<file path="src/hw/rtl/cha_pkg.sv">
// Shared constants and stage payload type for the compass heading datapath.
package cha_pkg;

    localparam int SAMPLE_WIDTH      = 16;
    localparam int HEADING_FRAC_BITS = 6;

    localparam int QUARTER_TURN = 90 << HEADING_FRAC_BITS;
    localparam int FULL_TURN    = 4 * QUARTER_TURN;

    // quotient never exceeds a quarter turn
    localparam int QUO_W  = $clog2(QUARTER_TURN + 1);
    localparam int MAG_W  = SAMPLE_WIDTH;         // |sample| up to 2^(SW-1)
    localparam int DIV_W  = SAMPLE_WIDTH + 1;     // |x| + |y|
    localparam int PROD_W = MAG_W + QUO_W;
    localparam int ANG_W  = QUO_W + 2;

    localparam int HEADING_W = 15;
    localparam int IN_TDATA_W  = 2 * SAMPLE_WIDTH;
    localparam int OUT_TDATA_W = ((HEADING_W + 7) / 8) * 8;

    // one slot of the divider chain
    typedef struct packed {
        logic             valid;
        logic [DIV_W-1:0] rem;
        logic [QUO_W-1:0] dvd_lo;
        logic [QUO_W-1:0] quo;
        logic [DIV_W-1:0] dvs;
        logic             x_neg;
        logic             y_neg;
        logic             zero;
    } div_slot_t;

endpackage

</file>
<file path="src/hw/rtl/cha_prep.sv">
// Front stages: magnitudes and divisor, then scaled dividend for the divider.
module cha_prep (
    input  logic                            aclk,
    input  logic                            aresetn,
    input  logic                            ce,
    input  logic                            in_valid,
    input  logic [cha_pkg::IN_TDATA_W-1:0]  in_data,
    output cha_pkg::div_slot_t              slot_out
);

    logic signed [cha_pkg::SAMPLE_WIDTH-1:0] mag_x;
    logic signed [cha_pkg::SAMPLE_WIDTH-1:0] mag_y;
    logic [cha_pkg::MAG_W-1:0] abs_x;
    logic [cha_pkg::MAG_W-1:0] abs_y;

    logic                      s1_valid_reg;
    logic [cha_pkg::MAG_W-1:0] s1_num_reg;
    logic [cha_pkg::DIV_W-1:0] s1_dvs_reg;
    logic                      s1_x_neg_reg;
    logic                      s1_y_neg_reg;
    logic                      s1_zero_reg;

    logic [cha_pkg::PROD_W-1:0] prod;
    cha_pkg::div_slot_t         s2_next;
    cha_pkg::div_slot_t         s2_reg;

    assign mag_x = in_data[cha_pkg::SAMPLE_WIDTH-1:0];
    assign mag_y = in_data[2*cha_pkg::SAMPLE_WIDTH-1:cha_pkg::SAMPLE_WIDTH];
    assign abs_x = mag_x[cha_pkg::SAMPLE_WIDTH-1] ? (~mag_x + 1'b1) : mag_x;
    assign abs_y = mag_y[cha_pkg::SAMPLE_WIDTH-1] ? (~mag_y + 1'b1) : mag_y;

    always_ff @(posedge aclk) begin
        if (!aresetn) begin
            s1_valid_reg <= 1'b0;
        end else if (ce) begin
            s1_valid_reg <= in_valid;
        end
    end

    always_ff @(posedge aclk) begin
        if (ce) begin
            // numerator is |y| in the right half-plane, |x| in the left
            s1_num_reg   <= mag_x[cha_pkg::SAMPLE_WIDTH-1] ? abs_x : abs_y;
            s1_dvs_reg   <= {1'b0, abs_x} + {1'b0, abs_y};
            s1_x_neg_reg <= mag_x[cha_pkg::SAMPLE_WIDTH-1];
            s1_y_neg_reg <= mag_y[cha_pkg::SAMPLE_WIDTH-1];
            s1_zero_reg  <= (mag_x == '0) && (mag_y == '0);
        end
    end

    assign prod = cha_pkg::QUO_W'(cha_pkg::QUARTER_TURN) * s1_num_reg;

    always_comb begin
        s2_next.valid  = s1_valid_reg;
        // quotient fits QUO_W bits, so the high part is already below the divisor
        s2_next.rem    = cha_pkg::DIV_W'(prod[cha_pkg::PROD_W-1:cha_pkg::QUO_W]);
        s2_next.dvd_lo = prod[cha_pkg::QUO_W-1:0];
        s2_next.quo    = '0;
        s2_next.dvs    = s1_dvs_reg;
        s2_next.x_neg  = s1_x_neg_reg;
        s2_next.y_neg  = s1_y_neg_reg;
        s2_next.zero   = s1_zero_reg;
    end

    always_ff @(posedge aclk) begin
        if (!aresetn) begin
            s2_reg.valid <= 1'b0;
        end else if (ce) begin
            s2_reg.valid <= s2_next.valid;
        end
        if (ce) begin
            s2_reg.rem    <= s2_next.rem;
            s2_reg.dvd_lo <= s2_next.dvd_lo;
            s2_reg.quo    <= s2_next.quo;
            s2_reg.dvs    <= s2_next.dvs;
            s2_reg.x_neg  <= s2_next.x_neg;
            s2_reg.y_neg  <= s2_next.y_neg;
            s2_reg.zero   <= s2_next.zero;
        end
    end

    assign slot_out = s2_reg;

endmodule

</file>
<file path="src/hw/rtl/cha_div_cell.sv">
// One restoring-division cell: develops one quotient bit and hands the slot on.
module cha_div_cell (
    input  logic               aclk,
    input  logic               aresetn,
    input  logic               ce,
    input  cha_pkg::div_slot_t slot_in,
    output cha_pkg::div_slot_t slot_out
);

    logic [cha_pkg::DIV_W:0] trial;
    logic                    fits;
    cha_pkg::div_slot_t      slot_next;
    cha_pkg::div_slot_t      slot_reg;

    // bring down the next dividend bit
    assign trial = {slot_in.rem, slot_in.dvd_lo[cha_pkg::QUO_W-1]};
    assign fits  = trial >= {1'b0, slot_in.dvs};

    always_comb begin
        slot_next        = slot_in;
        slot_next.rem    = fits ? cha_pkg::DIV_W'(trial - {1'b0, slot_in.dvs})
                                : trial[cha_pkg::DIV_W-1:0];
        slot_next.dvd_lo = {slot_in.dvd_lo[cha_pkg::QUO_W-2:0], 1'b0};
        slot_next.quo    = {slot_in.quo[cha_pkg::QUO_W-2:0], fits};
    end

    always_ff @(posedge aclk) begin
        if (!aresetn) begin
            slot_reg.valid <= 1'b0;
        end else if (ce) begin
            slot_reg.valid <= slot_next.valid;
        end
        if (ce) begin
            slot_reg.rem    <= slot_next.rem;
            slot_reg.dvd_lo <= slot_next.dvd_lo;
            slot_reg.quo    <= slot_next.quo;
            slot_reg.dvs    <= slot_next.dvs;
            slot_reg.x_neg  <= slot_next.x_neg;
            slot_reg.y_neg  <= slot_next.y_neg;
            slot_reg.zero   <= slot_next.zero;
        end
    end

    assign slot_out = slot_reg;

endmodule

</file>
<file path="src/hw/rtl/compass_heading_atan2.sv">
// Top level: compass heading from a magnetometer X,Y pair by linear arctangent.
//
// Takes one signed X,Y sample pair per item and returns the heading in degrees
// times 64 (0 to 23039), counted from +X towards +Y. Within each quadrant the
// angle is linear in |y|/(|x|+|y|), truncated; a zero vector reads 0. One item
// is accepted every cycle while the output is not stalled; each passes through two
// front stages (magnitudes, then the scaling multiply), a row of 13 divider
// cells producing one quotient bit each, and the output register. The whole
// pipeline advances together and holds while a result waits on m_tready.
module compass_heading_atan2 (
    input  logic                             aclk,
    input  logic                             aresetn,
    input  logic                             s_tvalid,
    output logic                             s_tready,
    input  logic [cha_pkg::IN_TDATA_W-1:0]   s_tdata,  // [15:0] mag_x, [31:16] mag_y
    output logic                             m_tvalid,
    input  logic                             m_tready,
    output logic [cha_pkg::OUT_TDATA_W-1:0]  m_tdata   // [14:0] heading_q6, [15] zero pad
);

    logic               ce;
    cha_pkg::div_slot_t chain [0:cha_pkg::QUO_W];

    logic [cha_pkg::ANG_W-1:0] half_ang;
    logic [cha_pkg::ANG_W-1:0] angle_next;
    logic                      out_valid_reg;
    logic [cha_pkg::ANG_W-1:0] angle_reg;

    // advance when the output register is empty or being drained
    assign ce       = !out_valid_reg || m_tready;
    assign s_tready = ce;

    cha_prep u_prep (
        .aclk     (aclk),
        .aresetn  (aresetn),
        .ce       (ce),
        .in_valid (s_tvalid),
        .in_data  (s_tdata),
        .slot_out (chain[0])
    );

    for (genvar i = 0; i < cha_pkg::QUO_W; i++) begin : g_cell
        cha_div_cell u_cell (
            .aclk     (aclk),
            .aresetn  (aresetn),
            .ce       (ce),
            .slot_in  (chain[i]),
            .slot_out (chain[i+1])
        );
    end

    always_comb begin
        half_ang = chain[cha_pkg::QUO_W].x_neg
                 ? cha_pkg::ANG_W'(cha_pkg::QUARTER_TURN)
                   + cha_pkg::ANG_W'(chain[cha_pkg::QUO_W].quo)
                 : cha_pkg::ANG_W'(chain[cha_pkg::QUO_W].quo);
        if (chain[cha_pkg::QUO_W].zero) begin
            angle_next = '0;
        end else if (chain[cha_pkg::QUO_W].y_neg && half_ang != '0) begin
            angle_next = cha_pkg::ANG_W'(cha_pkg::FULL_TURN) - half_ang;
        end else begin
            // lower half-plane with zero angle wraps to 0 instead of a full turn
            angle_next = half_ang;
        end
    end

    always_ff @(posedge aclk) begin
        if (!aresetn) begin
            out_valid_reg <= 1'b0;
        end else if (ce) begin
            out_valid_reg <= chain[cha_pkg::QUO_W].valid;
        end
    end

    always_ff @(posedge aclk) begin
        if (ce) begin
            angle_reg <= angle_next;
        end
    end

    assign m_tvalid = out_valid_reg;
    assign m_tdata  = cha_pkg::OUT_TDATA_W'(cha_pkg::HEADING_W'(angle_reg));

    a_range : assert property (@(posedge aclk) disable iff (!aresetn)
        m_tvalid |-> (angle_reg < cha_pkg::ANG_W'(cha_pkg::FULL_TURN)))
        else $error("heading out of range");

    a_rem : assert property (@(posedge aclk) disable iff (!aresetn)
        (chain[cha_pkg::QUO_W].valid && !chain[cha_pkg::QUO_W].zero)
            |-> (chain[cha_pkg::QUO_W].rem < chain[cha_pkg::QUO_W].dvs))
        else $error("divider remainder not below divisor");

    a_hold : assert property (@(posedge aclk) disable iff (!aresetn)
        (m_tvalid && !m_tready) |-> !s_tready)
        else $error("input taken while pipeline stalled");

endmodule

</file>
<file path="config.mk">
export PLATFORM = sky130hd
export DESIGN_NAME = compass_heading_atan2
export DESIGN_NICKNAME = d
export VERILOG_FILES = /design/src/hw/rtl/cha_pkg.sv /design/src/hw/rtl/cha_prep.sv /design/src/hw/rtl/cha_div_cell.sv /design/src/hw/rtl/compass_heading_atan2.sv
export SDC_FILE = /design/constraint.sdc
export NUM_CORES = 1
export LEC_CHECK = 0
export BUFFER_PORTS_ARGS = -buffer_cell sky130_fd_sc_hd__buf_2
export CELL_PAD_IN_SITES_DETAIL_PLACEMENT = 1
export CELL_PAD_IN_SITES_GLOBAL_PLACEMENT = 1
export CORE_MARGIN = 1.5
export CORE_UTILIZATION = 42
export CTS_BUF_LIST = sky130_fd_sc_hd__clkbuf_4 sky130_fd_sc_hd__clkbuf_8
export CTS_CLUSTER_DIAMETER = 80
export DETAILED_ROUTE_END_ITERATION = 6
export HOLD_SLACK_MARGIN = 0.05
export PLACE_DENSITY = 0.69
export RECOVER_POWER = 100
export SLEW_MARGIN = 20
export SYNTH_ARGS = -nofsm -noshare
export SYNTH_HDL_FRONTEND = slang
export SYNTH_SLANG_ARGS = --single-unit
</file>
<file path="constraint.sdc">
create_clock -name aclk -period 36.3 [get_ports aclk]
set_clock_uncertainty 0.1 [all_clocks]
set_input_delay 7.26 -clock aclk [delete_from_list [all_inputs] [get_ports aclk]]
set_output_delay 7.26 -clock aclk [all_outputs]
set_load 0.01 [all_outputs]
</file>
==> flow_metrics.env <==
export IMPL_status="finished with violations"
export IMPL_violations="capacitance limit, slew limit"
export IMPL_numCtsBuffers=115
export IMPL_synth_most_common_cell="edfxtp_1"
export IMPL_slew_violations=792
export IMPL_wl_per_cell_um=18.8
export IMPL_cts_sinks=662
export IMPL_synth_cells=3151
export IMPL_r2r_start="m_tvalid"
export IMPL_dieArea_mm2=0.0909
export IMPL_core_area_mm2=0.0884
export IMPL_min_from="g_cell[6].u_cell.slot_out[22]"
export IMPL_r2r_end="u_prep.s1_num_reg[4]"
export IMPL_first_iter_violations=1231
export IMPL_yosysTopAreaCellShare=0.518
export IMPL_fmax_ghz=0.0499
export IMPL_synth_nets=3507
export IMPL_syn_area_mm2=0.0374
export IMPL_post_cts_resized=0
export IMPL_reg2reg_depth=6
export IMPL_final_nets=3637
export IMPL_grt_pass1_vias=26400
export IMPL_drc=0
export IMPL_synthToLayoutAreaGrowth_pct=9.72
export IMPL_drt_antenna_violating_nets=0
export IMPL_worst_pin_slew_ps=4720
export IMPL_post_cts_buffers=0
export IMPL_grt_max_degree=106
export IMPL_clk_pin_slew_worst_paths_ps=60
export IMPL_worstPathCellList="buf_2 -> nor2b_1 -> clkbuf_1 -> clkinvlp_2 -> clkbuf_1"
export IMPL_grt_use_met2=0.342
export IMPL_die_height_um=302
export IMPL_critPathArrivalTime_ps=12680
export IMPL_die_w_um=302
export IMPL_cts_buffer_depth=3
export IMPL_vias_per_cell=5.36
export IMPL_rows=109
export IMPL_grt_setup_unrepaired="false"
export IMPL_n_fill_cell=9460
export IMPL_crit_start="m_tready"
export IMPL_cp_max_fo=105
export IMPL_endpoint_kind="output port"
export IMPL_ys_top_cells_by_count="646 x edfxtp_1, 358 x inv_1, 287 x ha_1"
export IMPL_start_util=0.424
export IMPL_grt_remaining_overflow=0
export IMPL_routed_wl_um=85200
export IMPL_fin_crit_ps=20040
export IMPL_route_vias_total=24300
export IMPL_num_io_pins=54
export IMPL_synth_top_area_cell="edfxtp_1"
export IMPL_register_area_mm2=0.0197
export IMPL_dr_pass1_iters=7
export IMPL_ys_flop_type="edfxtp_1"
export IMPL_grt_use_total=0.190
export IMPL_drive_gt1_frac=0.0691
export IMPL_grt_pass1_wl_um=138000
export IMPL_yosysUniqueCellTypes=93
export IMPL_synth_seq_cells=662
export IMPL_setup_tns_ps=0
export IMPL_cts_root_buf="clkbuf_8"
export IMPL_async_reset_ff_frac=0
export IMPL_finalCritPeriodShare=0.552
export IMPL_antenna_found_initial=2
export IMPL_synth_edf_count=646
export IMPL_yosys_warnings=0
export IMPL_syn_avg_cell_area_um2=11.9
export IMPL_busiest_layer="met2"
export IMPL_routabilityCongestion=0.879
export IMPL_h_tree_depth=3
export IMPL_max_stage_delay_ps=3550
export IMPL_gr_usage_met1=0.229
export IMPL_hold_violations=0
export IMPL_largest_register_ffs=566
export IMPL_cp_endpoint="s_tready"
export IMPL_setup_viol_count_final=0
export IMPL_hpwl_um=64200
export IMPL_hold_path_class="register to register"
export IMPL_tritoncts="done"
export IMPL_path_buf_inv=4
export IMPL_path_depth=5
export IMPL_port_buffers=52
export IMPL_ys_seq_area_frac=0.527
export IMPL_grtUsageMet3=0.0298
export IMPL_start_kind="primary input"
export IMPL_clock_latency_ps=750
export IMPL_yosys_top_cells_area="edfxtp_1 52%, ha_1 9.6%, mux2_1 3.8%"
export IMPL_hold_buffers=0
export IMPL_cp_top_family="buffers and inverters"
export IMPL_cpMostUsedCell="clkbuf_1"
export IMPL_multi_input_area_mm2=0.0159
export IMPL_r2r_slack_ps=24950
export IMPL_crit_slowest_cell="clkinvlp_2"
export IMPL_required_ps=28940
export IMPL_critical_path_class="primary input to output port"
export IMPL_relSlewSlack=-2.15
export IMPL_cap_violations=14
-- area by class of cell --
type | instances | area share
Sequential cell | 662 | 0.480
Multi-Input combinational cell | 2074 | 0.387
Clock buffer | 149 | 0.0452
Tap cell | 1165 | 0.0355
Inverter | 366 | 0.0335
Clock inverter | 61 | 0.0117
Timing Repair Buffer | 62 | 0.00661
Antenna cell | 2 | 0.000122
-- worst reg2reg max path: cells and delay by family (launching register included) --
kind	cells	cell delay, ps
buf+inv	5	10350
flops	1	310
simple gates	1	130
-- cell usage in the layout (no fill, tap or decap), types with 56 or more instances in the layout --
cell,n
ha_1,287
clkbuf_8,118
a21oi_1,159
nor3_1,63
inv_1,358
o21a_1,59
nand2_1,171
a21o_1,82
xnor2_1,139
mux2_1,145
nor2_1,184
o21ai_0,110
xor2_1,68
nor2b_1,56
edfxtp_1,646
-- layer usage --
layer  routed length (um)  vias up
met2                43300      327
met1                36800    12000
met4                 2600        0
met5                    0        -
met3                 2510      188
li1                     -    11800
-- kinds of logic after synthesis --
kind of cell,synth area share
other,0.000100
AO/OA/AOI/OAI,0.122
flip-flops,0.527
adder cells (fa/ha/maj),0.114
multiplexers,0.0561
buffers and inverters,0.0441
AND/OR/NAND/NOR,0.0893
XOR/XNOR,0.0484
-- worst min-delay path by stage --
stage	to	cells after the start
after CTS	g_cell[7].u_cell.slot_out[1]	0
final	g_cell[7].u_cell.slot_out[23]	0
after global placement	g_cell[4].u_cell.slot_out[0]	0
after detailed placement	g_cell[9].u_cell.slot_out[28]	0
after floorplan	g_cell[0].u_cell.slot_out[0]	0
after global routing	g_cell[0].u_cell.slot_out[1]	0
-- per-stage QoR --
stage / util / instance area, um^2 / worst slack [ps] / std cells / hold slack [ps]
after global routing: 0.465 / 41100 / 15590 / 4541 / 312
after CTS: 0.467 / 41300 / 20430 / 4539 / 301
after detailed placement: 0.441 / 39000 / 20430 / 4329 / 306
after global placement: 0.441 / 39000 / 20450 / 4328 / 302
after floorplan: - / 37400 / 3700 / 3151 / 300
final: 0.465 / 41100 / 16260 / 4541 / 302
Power is not shown: default switching activity piles up to over one toggle a cycle in this logic, so the estimate is an artifact.
